`config.mk`:
```
export PLATFORM = sky130hd
export DESIGN_NAME = terminal_escape_stripper
export DESIGN_NICKNAME = d
export VERILOG_FILES = /design/src/sv/tes_pkg.sv /design/src/sv/tes_parser.sv /design/src/sv/tes_out_reg.sv /design/src/sv/terminal_escape_stripper.sv
export SDC_FILE = /design/constraint.sdc
export NUM_CORES = 1
export LEC_CHECK = 0
export ABC_AREA = 1
export ABC_CLOCK_PERIOD_IN_PS = 2600
export BUFFER_PORTS_ARGS = -buffer_cell sky130_fd_sc_hd__buf_2
export CORE_ASPECT_RATIO = 1.25
export CORE_UTILIZATION = 38
export DETAILED_ROUTE_END_ITERATION = 7
export GPL_ROUTABILITY_DRIVEN = 0
export PLACE_DENSITY = 0.57
export SYNTH_ARGS = -nofsm -noshare
export SYNTH_HDL_FRONTEND = slang
export SYNTH_HIERARCHICAL = 1
export SYNTH_SLANG_ARGS = --single-unit
```
`constraint.sdc`:
```
create_clock -name clock -period 2.6 [get_ports clock]
set_input_delay 0.52 -clock clock [delete_from_list [all_inputs] [get_ports clock]]
set_output_delay 0.52 -clock clock [all_outputs]
set_load 0.005 [all_outputs]
```
`src/sv/tes_pkg.sv`:
```
`default_nettype none
package tes_pkg;

   // Character codes the parser reacts to
   localparam logic [7:0] CH_ESC  = 8'h1B;
   localparam logic [7:0] CH_BEL  = 8'h07;
   localparam logic [7:0] CH_CR   = 8'h0D;
   localparam logic [7:0] CH_LBRK = 8'h5B;
   localparam logic [7:0] CH_RBRK = 8'h5D;
   localparam logic [7:0] CH_BSL  = 8'h5C;
   localparam logic [7:0] CH_LPAR = 8'h28;
   localparam logic [7:0] CH_RPAR = 8'h29;

   // Parser mode, one-hot
   typedef enum logic [5:0] {
      MODE_NORMAL  = 6'b000001,
      MODE_ESC     = 6'b000010,
      MODE_CSI     = 6'b000100,
      MODE_OSC     = 6'b001000,
      MODE_OSC_ESC = 6'b010000,
      MODE_SKIP1   = 6'b100000
   } mode_type;

   // Parser verdict for the word in the input register
   typedef struct packed {
      logic     keep;
      mode_type mode;
   } parse_status_type;

   // Mode that follows the byte right after an ESC
   function automatic mode_type after_escape(input logic [7:0] b);
      mode_type m;
      m = MODE_NORMAL;
      if (b == CH_LBRK) begin
         m = MODE_CSI;
      end else if (b == CH_RBRK) begin
         m = MODE_OSC;
      end else if (b == CH_LPAR || b == CH_RPAR) begin
         m = MODE_SKIP1;
      end
      return m;
   endfunction

endpackage
`default_nettype wire

```
`src/sv/tes_parser.sv`:
```
`default_nettype none
module tes_parser
   import tes_pkg::*;
(
   input  wire logic             clock,
   input  wire logic             reset,
   input  wire logic [7:0]       in_byte,
   input  wire logic             last_of_buffer,
   input  wire logic             advance,
   output parse_status_type      status
);

   mode_type mode_ff;
   mode_type mode_in;
   mode_type next_mode;
   logic     keep;

   // Next mode and keep decision for the current byte
   always_comb begin
      next_mode = MODE_NORMAL;
      keep      = 1'b0;
      case (mode_ff)
         MODE_ESC: begin
            next_mode = after_escape(in_byte);
         end
         MODE_CSI: begin
            if (in_byte inside {[8'h41:8'h5A], [8'h61:8'h7A]}) begin
               next_mode = MODE_NORMAL;
            end else begin
               next_mode = MODE_CSI;
            end
         end
         MODE_OSC: begin
            if (in_byte == CH_BEL) begin
               next_mode = MODE_NORMAL;
            end else if (in_byte == CH_ESC) begin
               next_mode = MODE_OSC_ESC;
            end else begin
               next_mode = MODE_OSC;
            end
         end
         MODE_OSC_ESC: begin
            // ESC not followed by backslash opens a new sequence
            if (in_byte == CH_BSL) begin
               next_mode = MODE_NORMAL;
            end else begin
               next_mode = after_escape(in_byte);
            end
         end
         MODE_SKIP1: begin
            next_mode = MODE_NORMAL;
         end
         default: begin
            if (in_byte == CH_ESC) begin
               next_mode = MODE_ESC;
            end else begin
               next_mode = MODE_NORMAL;
               keep      = (in_byte != CH_CR);
            end
         end
      endcase
   end

   // End of buffer drops any open sequence
   always_comb begin
      mode_in = mode_ff;
      if (advance) begin
         mode_in = last_of_buffer ? MODE_NORMAL : next_mode;
      end
   end

   always_ff @(posedge clock) begin
      if (reset) begin
         mode_ff <= MODE_NORMAL;
      end else begin
         mode_ff <= mode_in;
      end
   end

   assign status = parse_status_type'{keep: keep, mode: mode_ff};

endmodule
`default_nettype wire

```
`src/sv/tes_out_reg.sv`:
```
`default_nettype none
module tes_out_reg (
   input  wire logic       clock,
   input  wire logic       reset,
   input  wire logic       load,
   input  wire logic [7:0] load_byte,
   output logic            can_load,
   output logic            rsp_valid,
   input  wire logic       rsp_stall,
   output logic [7:0]      rsp_out_byte
);

   logic       valid_ff;
   logic       valid_in;
   logic [7:0] byte_ff;
   logic [7:0] byte_in;

   // Slot is free when empty or its word leaves this cycle
   assign can_load = !valid_ff || !rsp_stall;

   always_comb begin
      valid_in = valid_ff;
      byte_in  = byte_ff;
      if (can_load) begin
         valid_in = load;
         if (load) begin
            byte_in = load_byte;
         end
      end
   end

   always_ff @(posedge clock) begin
      if (reset) begin
         valid_ff <= 1'b0;
      end else begin
         valid_ff <= valid_in;
      end
   end

   always_ff @(posedge clock) begin
      byte_ff <= byte_in;
   end

   assign rsp_valid    = valid_ff;
   assign rsp_out_byte = byte_ff;

endmodule
`default_nettype wire

```
`src/sv/terminal_escape_stripper.sv`:
```
// Channel   Ports                                    Direction  Word
// req       req_valid, req_stall, req_in_byte,       in         raw byte, end-of-buffer mark
//           req_last_of_buffer
// rsp       rsp_valid, rsp_stall, rsp_out_byte       out        kept byte (zero or one per req)
//
// One byte per cycle unless rsp stalls; a kept byte passes the input and result registers.
// The parse mode register updates as each byte leaves the input register.
// Reset is synchronous and returns the parser to normal text with both registers empty.
// A stall on rsp holds a kept byte in the input register; dropped bytes never wait.
`default_nettype none
module terminal_escape_stripper
   import tes_pkg::*;
(
   input  wire logic       clock,
   input  wire logic       reset,
   input  wire logic       req_valid,
   output logic            req_stall,
   input  wire logic [7:0] req_in_byte,
   input  wire logic       req_last_of_buffer,
   output logic            rsp_valid,
   input  wire logic       rsp_stall,
   output logic [7:0]      rsp_out_byte
);

   logic             s1_valid_ff;
   logic             s1_valid_in;
   logic [7:0]       s1_byte_ff;
   logic [7:0]       s1_byte_in;
   logic             s1_last_ff;
   logic             s1_last_in;
   logic             s1_adv;
   logic             s1_free;
   logic             out_can_load;
   parse_status_type status;

   // Input register leaves when its byte is dropped or the output slot takes it
   assign s1_adv    = s1_valid_ff && (!status.keep || out_can_load);
   assign s1_free   = !s1_valid_ff || s1_adv;
   assign req_stall = !s1_free;

   always_comb begin
      s1_valid_in = s1_valid_ff;
      s1_byte_in  = s1_byte_ff;
      s1_last_in  = s1_last_ff;
      if (s1_free) begin
         s1_valid_in = req_valid;
         if (req_valid) begin
            s1_byte_in = req_in_byte;
            s1_last_in = req_last_of_buffer;
         end
      end
   end

   always_ff @(posedge clock) begin
      if (reset) begin
         s1_valid_ff <= 1'b0;
      end else begin
         s1_valid_ff <= s1_valid_in;
      end
   end

   always_ff @(posedge clock) begin
      s1_byte_ff <= s1_byte_in;
      s1_last_ff <= s1_last_in;
   end

   // Escape-sequence parser
   tes_parser u_parser (
      .clock          (clock),
      .reset          (reset),
      .in_byte        (s1_byte_ff),
      .last_of_buffer (s1_last_ff),
      .advance        (s1_adv),
      .status         (status)
   );

   // Result register
   tes_out_reg u_out_reg (
      .clock        (clock),
      .reset        (reset),
      .load         (s1_adv && status.keep),
      .load_byte    (s1_byte_ff),
      .can_load     (out_can_load),
      .rsp_valid    (rsp_valid),
      .rsp_stall    (rsp_stall),
      .rsp_out_byte (rsp_out_byte)
   );

   // Checks
   a_mode_onehot: assert property (@(posedge clock) disable iff (reset)
      $onehot(status.mode))
      else $error("parse mode not one-hot");

   a_last_resets_mode: assert property (@(posedge clock) disable iff (reset)
      (s1_adv && s1_last_ff) |=> (status.mode == MODE_NORMAL))
      else $error("mode not normal after end of buffer");

   a_no_ctrl_out: assert property (@(posedge clock) disable iff (reset)
      rsp_valid |-> (rsp_out_byte != CH_CR && rsp_out_byte != CH_ESC))
      else $error("CR or ESC passed to output");

   a_hold_only_on_stall: assert property (@(posedge clock) disable iff (reset)
      (s1_valid_ff && !s1_adv) |-> (status.keep && rsp_valid && rsp_stall))
      else $error("input register held without output stall");

endmodule
`default_nettype wire

```
==> results, run 1 <==
- For this run, design rule violations remaining after detail routing come to 0.
- The min-delay analysis places its worst path in the category input pin to flip-flop.
- The worst clock skew is 5.784 ps.
- Leaving out fill and tap cells, the most frequent cell in the layout is sky130_fd_sc_hd__nand2_1.
- The final-report hold violation count is 0.
- The clock root buffer is sky130_fd_sc_hd__clkbuf_4.
- In this run the mean area of a mapped cell was about 8.6 um2.
- In the final routed layout, each cell accounts on average for 10.95 um.
- The die is between 50 and 60 um wide.
- The final critical delay including setup and external delays is between 2000 and 2500 ps.
- The clock edge transition at the registers on the reported setup and hold paths is ~150 ps.
- The critical path is of the flip-flop to output port type.
- The number of antenna repair diodes is 0.
- Across the run, the number of max-cap violations was 0.
- The placed cell count is a little over 200.
- The later pin in the worst-skew pair is clocked with a latency of about 330 ps.
- The region available for standard cell placement spans 0.003028 mm2.
- Among cell families on the critical path, the largest total delay comes from simple AND/OR/NAND/NOR gates.
- Setup violations remaining at the end of the flow were counted as 0.
- After floorplanning, the core was divided into 22 placement rows.
- Buffers inserted during clock tree synthesis total 3.
- The maximum clock frequency is about 430 MHz.
- Synthesis produced around 150 cells.
- The library cell contributing the largest single delay on the critical path is sky130_fd_sc_hd__dfxtp_1.
- The net count of the mapped netlist is between 150 and 200.
- The share of synthesized area in the top cell type comes to 0.4068.
- In the layout the commonest cells are sky130_fd_sc_hd__nand2_1 (35), sky130_fd_sc_hd__inv_1 (26), sky130_fd_sc_hd__buf_2 (22).
- CTS built an H-tree with a depth of 1.
- On the final layout, the worst hold slack is roughly 350 ps.
- The critical path goes through nor2_2 -> nand3_2 -> nand2_1 -> nor2_1 -> nand3_2 -> a31oi_2 -> nand3_2 -> inv_1 -> buf_2.
- The worst setup path is launched from a flip-flop.
- The number of nets still failing antenna checks after routing is 0.
- The number of distinct library cell variants in the gate-level netlist after synthesis is 20.
- The clock tree from TritonCTS is built.
- For the pin with the worst max-slew slack, the measured transition is between 300 and 400 ps.
- Of the available clock period, the critical path in the final layout requires 0.9026.
- The sequential share of the synthesized area is 0.5344.
- The adder-cell area share of the yosys netlist is 0.
- The cell taking the most area after synthesis is sky130_fd_sc_hd__edfxtp_1.
- The largest single stage delay on the critical path is 430 ps.
- The worst path buffer plus inverter count is 2.
- The number of iterations in the first detailed-routing pass is 4.
- For this configuration, the core starts out at a cell density of 0.4145.
- The number of filler cells placed in the layout is 300.
- Across every metal layer, demand over resource in global routing totals 0.1532.
- Across the VDD grid, the largest voltage drop is 0.0003709 V.
- After layout, the worst setup slack is ~250 ps.
- STA classifies the critical path endpoint as an output port.
- The routed via count is approximately 1,000.
- The first global-routing pass estimated about 3.8 mm of wire.
- The multiplexer share of the synthesized area is 0.
- Adding up every negative setup slack in the final design gives 0 ps.
- Ranked by total cell area, the synthesized netlist is headed by sky130_fd_sc_hd__edfxtp_1 (41%), sky130_fd_sc_hd__dfxtp_1 (13%), sky130_fd_sc_hd__nand2_1 (10%), sky130_fd_sc_hd__inv_1 (7.8%), sky130_fd_sc_hd__nor2_1 (5.1%).
- The yosys synthesis warning count is 6.
- Overall power consumption after layout is estimated at 0.7024 mW.
- For this run, the post-layout net count is ~190.
- The flow ran to the end, and the final reports show no timing, DRC or antenna violations.
- For the worst setup path, the data required time is between 2000 and 2500 ps.
- Across the whole layout, storage elements account for between 600 and 700 um2.
- The count of buffers added on input and output ports is 22.
- Before CTS, the worst setup slack after placement is between 400 and 500 ps.
- The area growth from synthesis to layout is 15.35%.
- In this run the post-CTS setup repair buffer count came out at 0.
- After global routing the overflow that remains totals 0.
- The number of global-route vias before repair came to 919.
- Summing all multi-input logic gate instances after layout gives a little under 500 um2.
- The number of standard cells in the layout, taps in and fillers out is 208.
- The number of antenna violations at the first check in global routing is 0.
- The total standard cell area after synthesis is approximately 0.0013 mm2.
- 23 I/O pins were placed.
- The cell leakage power is 0.6363 nW.
- Detailed placement finished with a half-perimeter wire length of approximately 1.8 mm.
- Data on the critical path arrives at its endpoint at around 1800 ps.
- The number of buffers on the longest clock path is 2.
- In this run, synthesis produced a sequential element count of 25.
- In the final layout, the share of cells above drive strength 1 is 0.2616.
- The number of slew-limit violations in the final report was 0.
- The die covers about 0.0035 mm2.
- The wire length after detailed routing is about 2.3 mm.
- The die extent in y is ~66 um.
- The xor and xnor area share after synthesis is 0.
- Setup repair after global routing left no endpoint under its margin.
- Dividing total power by cell area gives a power density of around 490 mW/mm2.
- Clock tree synthesis found a total of 25 sinks.
- The critical-path maximum fanout is 5.
- Entering global routing, the biggest net connects 17 pins.
- After synthesis, the largest family of logic cells by area is simple AND/OR/NAND/NOR gates.
- Of the total synthesized cell area, the portion taken by AND, OR, NAND and NOR gates is 0.3061.
- Measured against its own limit, the worst slew margin works out to 0.7804.
- The number of DRC violations after detailed-routing iteration 0 is 38.
- The fraction of the mapped netlist area in compound gates is 0.07577.
- The detailed-route vias per instance is roughly 4.8.
- The most numerous cell type found on the critical path is sky130_fd_sc_hd__nand3_2.
-- per-stage QoR --
step	util	area (um2)
finish	0.4781	1448
global route	0.4781	1448
CTS	0.4760	1441
detailed placement	0.4657	1410
global placement	0.4657	1410
floorplan	-	1255
-- final cells by class --
type / count / share of cell area
inverter: 26 / 0.06742
sequential: 25 / 0.4633
tap: 36 / 0.03111
timing repair buffer: 23 / 0.08124
clock inverter: 1 / 0.006050
clock buffer: 3 / 0.01556
multi-input combinational: 94 / 0.3353
-- synth_stat cells (all sizes together) --
| library cell | number |
|---|---|
| nand2 | 38 |
| inv | 26 |
| nor2 | 25 |
| edfxtp | 17 |
| a21oi | 10 |
| nand3 | 10 |
| dfxtp | 8 |
| nand4 | 4 |
| nor3 | 2 |
| o211ai | 2 |
| a31oi | 1 |
| buf | 1 |
| o2111ai | 1 |
| o21bai | 1 |
-- kinds of logic after synthesis --
| kind of cell | after synthesis |
|---|---|
| AO/OA/AOI/OAI | 15 |
| buffers and inverters | 27 |
| flip-flops | 25 |
| AND/OR/NAND/NOR | 79 |
-- power breakdown --
part	switching, mW	total (mW)	internal, mW
logic	0.0341	0.0567	0.0226
clock network	0.127	0.189	0.0627
registers	0.0122	0.456	0.444
-- sequential cells by signal (all words and copies together), names as in the netlist --
signal / flops
s1_last_ff: 1
s1_valid_ff: 1
s1_byte_ff: 8
u_parser/mode_ff: 6
u_out_reg/rsp_out_byte: 8
u_out_reg/rsp_valid: 1
-- worst reg2reg max path, delay by kind of cell, from the launching register on --
family	cells	cell delay [ps]
buffers and inverters	2	230
AND/OR/NAND/NOR	6	1000
flip-flops	1	460
AO/OA/AOI/OAI	3	400
-- final timing paths --
path,start,endpoint,slack (ps),depth (start not counted)
setup / recovery,u_parser/mode_ff[2]$_SDFFE_PP0P_,req_stall,250,9
hold / removal,req_in_byte[6],s1_byte_ff[6]$_DFFE_PP_,350,1
setup reg to reg,s1_byte_ff[7]$_DFFE_PP_,u_parser/mode_ff[1]$_SDFFE_PP0P_,470,11
hold reg to reg,u_out_reg/rsp_valid$_SDFFE_PP0P_,u_out_reg/rsp_valid$_SDFFE_PP0P_,500,2
-- repair_timing --
action                                 CTS  global route
gates resized for setup                  0             1
hold buffers                             0             0
setup endpoints to repair                0             1
endpoints found under the hold margin    0             0
-- per-layer routing --
metal | global-route usage | share of wire | routed length, um
met5 | 0 | 0 | 0
met4 | 0.06908 | 0.0075 | 17
met3 | 0.02759 | 0.041 | 93
met2 | 0.2547 | 0.49 | 1111
met1 | 0.1872 | 0.46 | 1056
Note: power is estimated with default switching activity, not from simulation.
==> run 2: changes to the inputs <==
--- a/config.mk
+++ b/config.mk
@@ -8,7 +8,6 @@
 export ABC_AREA = 1
 export ABC_CLOCK_PERIOD_IN_PS = 2600
 export BUFFER_PORTS_ARGS = -buffer_cell sky130_fd_sc_hd__buf_2
-export CORE_ASPECT_RATIO = 1.25
 export CORE_UTILIZATION = 38
 export DETAILED_ROUTE_END_ITERATION = 7
 export GPL_ROUTABILITY_DRIVEN = 0
==> run 2 against run 1 <==
Maximum frequency grew 0.53%. Combinational power barely moved. Global-route usage is 0.77 points lower. Total power up 0.32%.
==> results, run 2 (synthesis results as in run 1) <==
- The flow ran to the end, and the final reports show no timing, DRC or antenna violations.
- The post-cts sizing count was 0 (unchanged).
- The number of levels in the clock H-tree is 1 (unchanged).
- The number of CTS-inserted buffers came to 3 (unchanged).
- The remaining global-route overflow came to 0 (unchanged).
- The number of I/O port buffers is 22 (unchanged).
- Among the stages of the critical path, the cell type that occurs most often is sky130_fd_sc_hd__nand3_2.
- The worst hold-check path type is input pin to flip-flop.
- The highest metal layer with signal wires is met4.
- The count of nets after finishing is 186 (unchanged).
- The startpoint identified for the worst register-to-register timing path is s1_byte_ff[2]$_DFFE_PP_.
- The setup total negative slack was 0 ps (unchanged).
- The number of buffers inserted by post-CTS setup repair came to 0 (unchanged).
- The estimated wirelength of the detail-placed design is 1.682 mm (-4.4%).
- The worst setup path is launched from a flip-flop.
- The normalized max-slew margin is 0.7724 (-0.008004).
- The proportion of layout cells with a drive suffix above 1 is 0.2616 (unchanged).
- The largest net degree at the start of global routing came to 17 (unchanged).
- The number of standard cells in the layout, taps in and fillers out is 216 (+3.8%).
- The final clock period utilization by the worst path is 0.8979 (-0.004778).
- The pin slew with the least headroom to its limit is 341.0 ps (+11.99 ps).
- The number of antenna violations at the first check in global routing is 0 (unchanged).
- The final critical-path setup slack was 265.5 ps (+12.42 ps).
- The global-route wire length before repair is 3.663 mm (-4.7%).
- The number of iterations in the first detailed-routing pass was 4 (unchanged).
- The critical-path maximum fanout is 4 (-1).
- The number of buffers on the longest clock path is 2 (unchanged).
- The detailed-route vias per instance was 4.602 (-4.1%).
- The placement row count is 20 (-9.1%).
- The die extent in y is 59.47 um (-10%).
- The worst path buffer plus inverter count came to 2 (unchanged).
- The placed cell count came to 212 (+3.9%).
- The average wire per standard cell was 10.06 um (-8.1%).
- The combined flip-flop and latch cell area was 670.6 um2 (unchanged).
- The insertion delay of the later-clocked pin in the worst-skew pair is 340 ps (about the same).
- The post-place instance area was 0.001420 mm2 (+0.71%).
- In the layout the commonest cells are sky130_fd_sc_hd__nand2_1 (35), sky130_fd_sc_hd__inv_1 (26), sky130_fd_sc_hd__buf_2 (22).
- The delay of the slowest cell on the worst path was 450 ps (+20 ps).
- The detailed-route wire length on metal 1 is 1.065 mm (+0.85%).
- The area enclosed by the die boundary is 0.003536 mm2 (about the same).
- The endpoint type of the worst setup path is an output port.
- The wire length after detailed routing came to 2.173 mm (-4.6%).
- The library cell contributing the largest single delay on the critical path is sky130_fd_sc_hd__dfxtp_1.
- The max-capacitance violation count was 0 (unchanged).
- Walking the worst path, the cells encountered are nor2_4 -> nand3_1 -> nand2_1 -> nor2_1 -> nand3_2 -> a31oi_2 -> nand3_2 -> inv_1 -> buf_2.
- The overall power consumption is 0.7046 mW (+0.32%).
- The number of DRC violations after detailed-routing iteration 0 is 18 (-53%).
- The all-layer global routing usage is 0.1455 (-0.007652).
- The number of nets still failing antenna checks after routing is 0 (unchanged).
- The placeable core region is 0.003103 mm2 (+2.5%).
- The area taken by multi-input logic gates is 485.5 um2 (unchanged).
- Leaving out fill and tap cells, the most frequent cell in the layout is sky130_fd_sc_hd__nand2_1.
- The largest voltage drop on the vdd net is 0.0002432 V (-34%).
- The power density of the placed cells is 483.4 mW/mm2 (-0.37%).
- Setup repair after global routing left no endpoint under its margin.
- The required time of the critical path was 2080 ps (about the same).
- The arrival time of the worst setup path is 1810 ps (-20 ps).
- The number of primary I/O pins is 23 (unchanged).
- The number of clock sinks was 25 (unchanged).
- The layout overhead on the synthesized area is 16.15%.
- The number of remaining DRC errors is 0 (unchanged).
- The number of global-route vias before repair is 882 (-4.0%).
- The finished layout cell area is 0.001458 mm2 (+0.69%).
- The core occupancy in the finished layout is 0.4698 (-0.008341).
- The maximum clock frequency is 428.4 MHz (+0.53%).
- The die boundary width is 59.47 um (+11%).
- The wire length on met2 is 969 um (-13%).
- The cell leakage power is 0.6363 nW (unchanged).
- The clock root buffer is sky130_fd_sc_hd__clkbuf_4.
- The final hold slack is 345.5 ps (-7.959 ps).
- The number of antenna repair diodes is 0 (unchanged).
- The path type of the worst setup path is flip-flop to output port.
- The final-report hold violation count is 0 (unchanged).
- The count of hold buffers inserted by post-cts repair is 0 (unchanged).
- TritonCTS built the clock tree.
- The start point of the critical path is u_parser/mode_ff[4]$_SDFFE_PP0P_.
- The kind of cell adding the most delay to the critical path is simple AND/OR/NAND/NOR gates.
- The count of final setup violators was 0 (unchanged).
- The worst hold path begins at req_last_of_buffer.
- The number of filler cells placed in the layout was 319 (+6.3%).
- The worst clock skew is 10.96 ps (+5.171 ps).
- The number of slew-limit violations in the final report is 0 (unchanged).
- The worst slack at placement is 494.2 ps (+3.403 ps).
- The initial cell density of the core is 0.4044 (-0.01003).
- The final critical delay including setup and external delays is 2334 ps (-12.42 ps).
- The routed via count is 994 (-0.40%).
- The total length of routed met3 wires is 89 um (-4.3%).
- The clock edge transition at the registers on the reported setup and hold paths is 150 ps (about the same).
[run 2: cell counts in the layout (fill, tap and decap cells not counted)]
No cell type changed its count.
[run 2: area by class of cell]
cell class                 count  area share
sequential                    25      0.4601
multi-input combinational     94      0.3330
timing repair buffer          23     0.08069
inverter                      26     0.06695
tap                           44     0.03777
clock buffer                   3     0.01545
clock inverter                 1    0.006009
[run 2: worst paths after layout]
check / to / slack [ps] / cells after the start
setup reg to reg: u_out_reg/rsp_out_byte[2]$_DFFE_PP_ / 490 / 12
hold reg to reg: u_out_reg/rsp_valid$_SDFFE_PP0P_ / 500 / 2
setup / recovery: req_stall / 270 / 9
hold / removal: s1_last_ff$_DFFE_PP_ / 350 / 1
[run 2: report_power, final]
group	switching [mW]	leakage (nW)	internal, mW	total, mW
Sequential	0.0119	0.228	0.444	0.456
Clock	0.129	0.0183	0.0629	0.192
Combinational	0.0339	0.390	0.0226	0.0566
[run 2: routing by layer]
layer	track usage	vias up
met5	0	-
met4	0.08163	0
met3	0.02620	5
met2	0.2376	27
met1	0.1806	439
li1	-	523
==> run 3: changes to the inputs <==
--- a/config.mk
+++ b/config.mk
@@ -5,10 +5,11 @@
 export SDC_FILE = /design/constraint.sdc
 export NUM_CORES = 1
 export LEC_CHECK = 0
-export ABC_AREA = 1
+export ABC_AREA = 0
 export ABC_CLOCK_PERIOD_IN_PS = 2600
 export BUFFER_PORTS_ARGS = -buffer_cell sky130_fd_sc_hd__buf_2
 export CORE_UTILIZATION = 38
+export CTS_BUF_LIST = sky130_fd_sc_hd__clkbuf_8 sky130_fd_sc_hd__clkbuf_16
 export DETAILED_ROUTE_END_ITERATION = 7
 export GPL_ROUTABILITY_DRIVEN = 0
 export PLACE_DENSITY = 0.57
==> run 3 against run 2 <==
The run now ends with negative setup slack left. Combinational power increased by 14%. Via count increased by 3.5%. Clock power increased by 27%. Critical endpoint unchanged. Largest power group unchanged.
==> results, run 3 <==
- The flow ran to the end, but the final reports show violations.
- The checks that failed: negative setup slack.
- The final critical-path setup slack is -70.59 ps (-336.1 ps).
- The estimated wirelength of the detail-placed design came to 1.784 mm (+6.1%).
- The max-capacitance violation count is 0 (unchanged).
- The all-layer global routing usage came to 0.1602 (+0.01470).
- The average cell area after synthesis came to 11.32 um2 (+32%).
- STA classifies the critical path endpoint as an output port.
- The detailed-route vias per instance was 5.359 (+16%).
- The final critical delay including setup and external delays came to 2671 ps (+336.1 ps).
- The number of antenna repair diodes came to 0 (unchanged).
- The core occupancy in the finished layout is 0.5364 (+0.06661).
- Walking the worst path, the cells encountered are or4_4 -> nor3b_4 -> a311oi_2 -> nand2_1 -> a41oi_2 -> buf_4 -> nand3b_4 -> inv_2 -> buf_2.
- The largest voltage drop on the vdd net is 0.0002984 V (+23%).
- The number of distinct library cell variants in the gate-level netlist after synthesis was 46 (+130%).
- The library cell used most frequently in the layout, excluding fill and tap cells, is sky130_fd_sc_hd__buf_2.
- The routed via count was 1,029 (+3.5%).
- The initial cell density of the core is 0.3963 (-0.008155).
- The pin slew with the least headroom to its limit is 714.3 ps (+373.3 ps).
- The number of flops mapped to enable cells by yosys is 17 (unchanged).
- The number of I/O port buffers came to 22 (unchanged).
- The number of antenna violations at the first check in global routing is 0 (unchanged).
- In the layout the commonest cells are sky130_fd_sc_hd__buf_2 (22), sky130_fd_sc_hd__edfxtp_1 (17), sky130_fd_sc_hd__buf_4 (16).
- The startpoint of the most critical register-to-register path is u_parser/mode_ff[1]$_SDFFE_PP0P_.
- TritonCTS built the clock tree.
- The most common cell in the synthesized netlist is sky130_fd_sc_hd__edfxtp_1.
- The worst reg2reg path depth came to 10 (-2).
- The layout overhead on the synthesized area is 35.35%.
- The clock edge transition at the registers on the reported setup and hold paths is 90 ps (-60 ps).
- The insertion delay of the later-clocked pin in the worst-skew pair is 270 ps (-70 ps).
- Setup repair after global routing could not meet its margin everywhere.
- The number of global-route vias before repair is 888 (+0.68%).
- The number of iterations in the first detailed-routing pass is 5 (+1).
- The worst setup path is launched from a flip-flop.
- The cell taking the most area after synthesis is sky130_fd_sc_hd__edfxtp_1.
- The number of slew-limit violations in the final report was 0 (unchanged).
- The number of clock sinks was 25 (unchanged).
- The arrival time of the worst setup path came to 2150 ps (+340 ps).
- The number of nets still failing antenna checks after routing is 0 (unchanged).
- The required time of the critical path is 2080 ps (about the same).
- The post-place instance area is 0.001453 mm2 (+2.3%).
- The total standard cell area after synthesis came to 0.001200 mm2 (-4.4%).
- The number of DRC violations after detailed-routing iteration 0 is 60 (+42).
- The number of instances in the synthesized netlist is 106 (-27%).
- The remaining global-route overflow is 0 (unchanged).
- The number of primary I/O pins is 23 (unchanged).
- The number of CTS-inserted buffers is 3 (unchanged).
- The number of remaining DRC errors is 0 (unchanged).
- The placement row count came to 20 (unchanged).
- The wire length after detailed routing came to 2.703 mm (+24%).
- The net count of the mapped netlist came to 119 (-25%).
- The maximum clock frequency is 374.5 MHz (-13%).
- The delay of the slowest cell on the worst path is 520 ps (+70 ps).
- The number of buffers on the longest clock path is 2 (unchanged).
- The final hold slack came to 414.5 ps (+68.93 ps).
- The proportion of synthesized flip-flops having asynchronous set or reset is 0 (unchanged).
- The die boundary width is 58.19 um (-2.1%).
- The kind of cell adding the most delay to the critical path is simple AND/OR/NAND/NOR gates.
- The final-report hold violation count is 0 (unchanged).
- The worst clock skew came to 3.280 ps (-7.675 ps).
- The source of the worst hold timing path is req_last_of_buffer.
- The largest net degree at the start of global routing is 17 (unchanged).
- The placeable core region is 0.003028 mm2 (-2.4%).
- By count the netlist is led by sky130_fd_sc_hd__edfxtp_1 (17), sky130_fd_sc_hd__nor2_1 (12), sky130_fd_sc_hd__dfxtp_1 (8).
- The number of stages on the worst hold path is 1 (unchanged).
- The yosys synthesis warning count was 6 (unchanged).
- The finished layout cell area is 0.001624 mm2 (+11%).
- The area enclosed by the die boundary is 0.003386 mm2 (-4.2%).
- The critical-path maximum fanout is 4 (unchanged).
- The number of levels in the clock H-tree is 1 (unchanged).
- The die extent in y is 58.19 um (-2.1%).
- The cell leakage power is 0.6070 nW (-4.6%).
- The sequential share of the synthesized area is 0.5589 (+0.02452).
- The average wire per standard cell is 14.08 um (+40%).
- The power density of the placed cells is 468.5 mW/mm2 (-3.1%).
- The min-delay analysis places its worst path in the category input pin to flip-flop.
- Yosys attributes the largest share of cell area to sky130_fd_sc_hd__edfxtp_1 (43%), sky130_fd_sc_hd__dfxtp_1 (13%), sky130_fd_sc_hd__nor2_1 (3.8%), sky130_fd_sc_hd__nand2b_1 (2.6%), sky130_fd_sc_hd__nand4b_1 (2.2%).
- The normalized max-slew margin came to 0.5115 (-0.2609).
- The proportion of layout cells with a drive suffix above 1 is 0.4392 (+0.1776).
- The worst path buffer plus inverter count is 3 (+1).
- In this run the clock root is driven by a sky130_fd_sc_hd__clkbuf_8.
- The count of nets after finishing is 162 (-13%).
- The register bit count reported by yosys came to 25 (unchanged).
- The flip-flop cell with the highest count after synthesis is sky130_fd_sc_hd__edfxtp_1.
- The endpoint of the worst hold path is s1_last_ff$_DFFE_PP_.
- The area share of the leading cell type in the synthesized netlist came to 0.4254 (+0.01866).
- The setup slack of the worst register-to-register path is 30 ps (-460 ps).
- On the critical path, the stage with the largest delay is an instance of sky130_fd_sc_hd__or4_4.
- The worst slack at placement came to -10.36 ps (-504.6 ps).
- The global-route wire length before repair is 3.939 mm (+7.5%).
- The final clock period utilization by the worst path is 1.027 (+0.1293).
- The count of final setup violators is 1 (+1).
- By startpoint and endpoint, the worst setup path is classified as flip-flop to output port.
- The endpoint identified for the worst register-to-register timing path is u_parser/mode_ff[0]$_SDFFE_PP1P_.
==> run 3: cell types whose count changed after synthesis, moves of 4 or more <==
cell,change
sky130_fd_sc_hd__nand2_1,-30
sky130_fd_sc_hd__inv_1,-23
sky130_fd_sc_hd__nand2b_1,+5
sky130_fd_sc_hd__nor2_1,-5
sky130_fd_sc_hd__nor2_2,-4
==> run 3: final cells by class <==
type | instances | area [um2]
Clock inverter | 1 | 8.758
Timing Repair Buffer | 40 | 261.5
Fill cell | 266 | 1404
Multi-Input combinational cell | 76 | 568.0
Inverter | 3 | 11.26
Clock buffer | 3 | 41.29
Sequential cell | 25 | 678.2
Tap cell | 44 | 55.05
==> run 3: worst max-delay path by stage <==
stage | start | to | slack (ps) | depth (start not counted)
6_report | u_parser/mode_ff[1]$_SDFFE_PP0P_ | req_stall | -70 | 9
5_1_grt | u_parser/mode_ff[1]$_SDFFE_PP0P_ | req_stall | -100 | 9
4_1_cts | u_parser/mode_ff[0]$_SDFFE_PP1P_ | req_stall | -10 | 9
3_5_place_dp | u_parser/mode_ff[0]$_SDFFE_PP1P_ | u_parser/mode_ff[0]$_SDFFE_PP1P_ | -10 | 10
3_3_place_gp | u_parser/mode_ff[0]$_SDFFE_PP1P_ | u_parser/mode_ff[0]$_SDFFE_PP1P_ | 90 | 10
2_1_floorplan | u_parser/mode_ff[4]$_SDFFE_PP0P_ | u_parser/mode_ff[0]$_SDFFE_PP1P_ | 20 | 11
==> run 3: cell families (layout without fill, tap and decap cells) <==
kind of cell / count (synthesis) / count (layout) / share of synthesized area
simple gates: 53 / 53 / 0.2743
flops: 25 / 25 / 0.5589
compound gates: 20 / 20 / 0.1262
buf+inv: 5 / 47 / 0.01877
xor+xnor: 3 / 3 / 0.02190
==> run 3: timing repair <==
| action | CTS | global route |
|---|---|---|
| setup buffers | 3 | 5 |
| gates resized for setup | 5 | 10 |
| pin swaps | 4 | 6 |
| hold buffers | 0 | 0 |
| endpoints found under the setup margin | 2 | 2 |
==> run 3: metal layers <==
metal	track usage	vias to the layer above	wire (um)
li1	-	492	-
met1	0.1994	478	1110
met2	0.2660	46	1338
met3	0.02902	13	144
met4	0.08163	0	109
met5	0	-	0
==> run 3: stage by stage <==
step	cells	setup TNS [ps]	power, mW
2_1_floorplan	106	0	0.4910
4_1_cts	187	-12.84	0.7675
6_report	192	-70.59	0.7609
3_5_place_dp	180	-10.36	0.5257
3_3_place_gp	180	0	0.5238
5_1_grt	192	-154.7	0.7930
==> run 3: where the power goes <==
group          internal, mW  switching [mW]
sequential            0.442          0.0105
combinational        0.0324          0.0322
clock                 0.112           0.131
total                 0.587           0.174
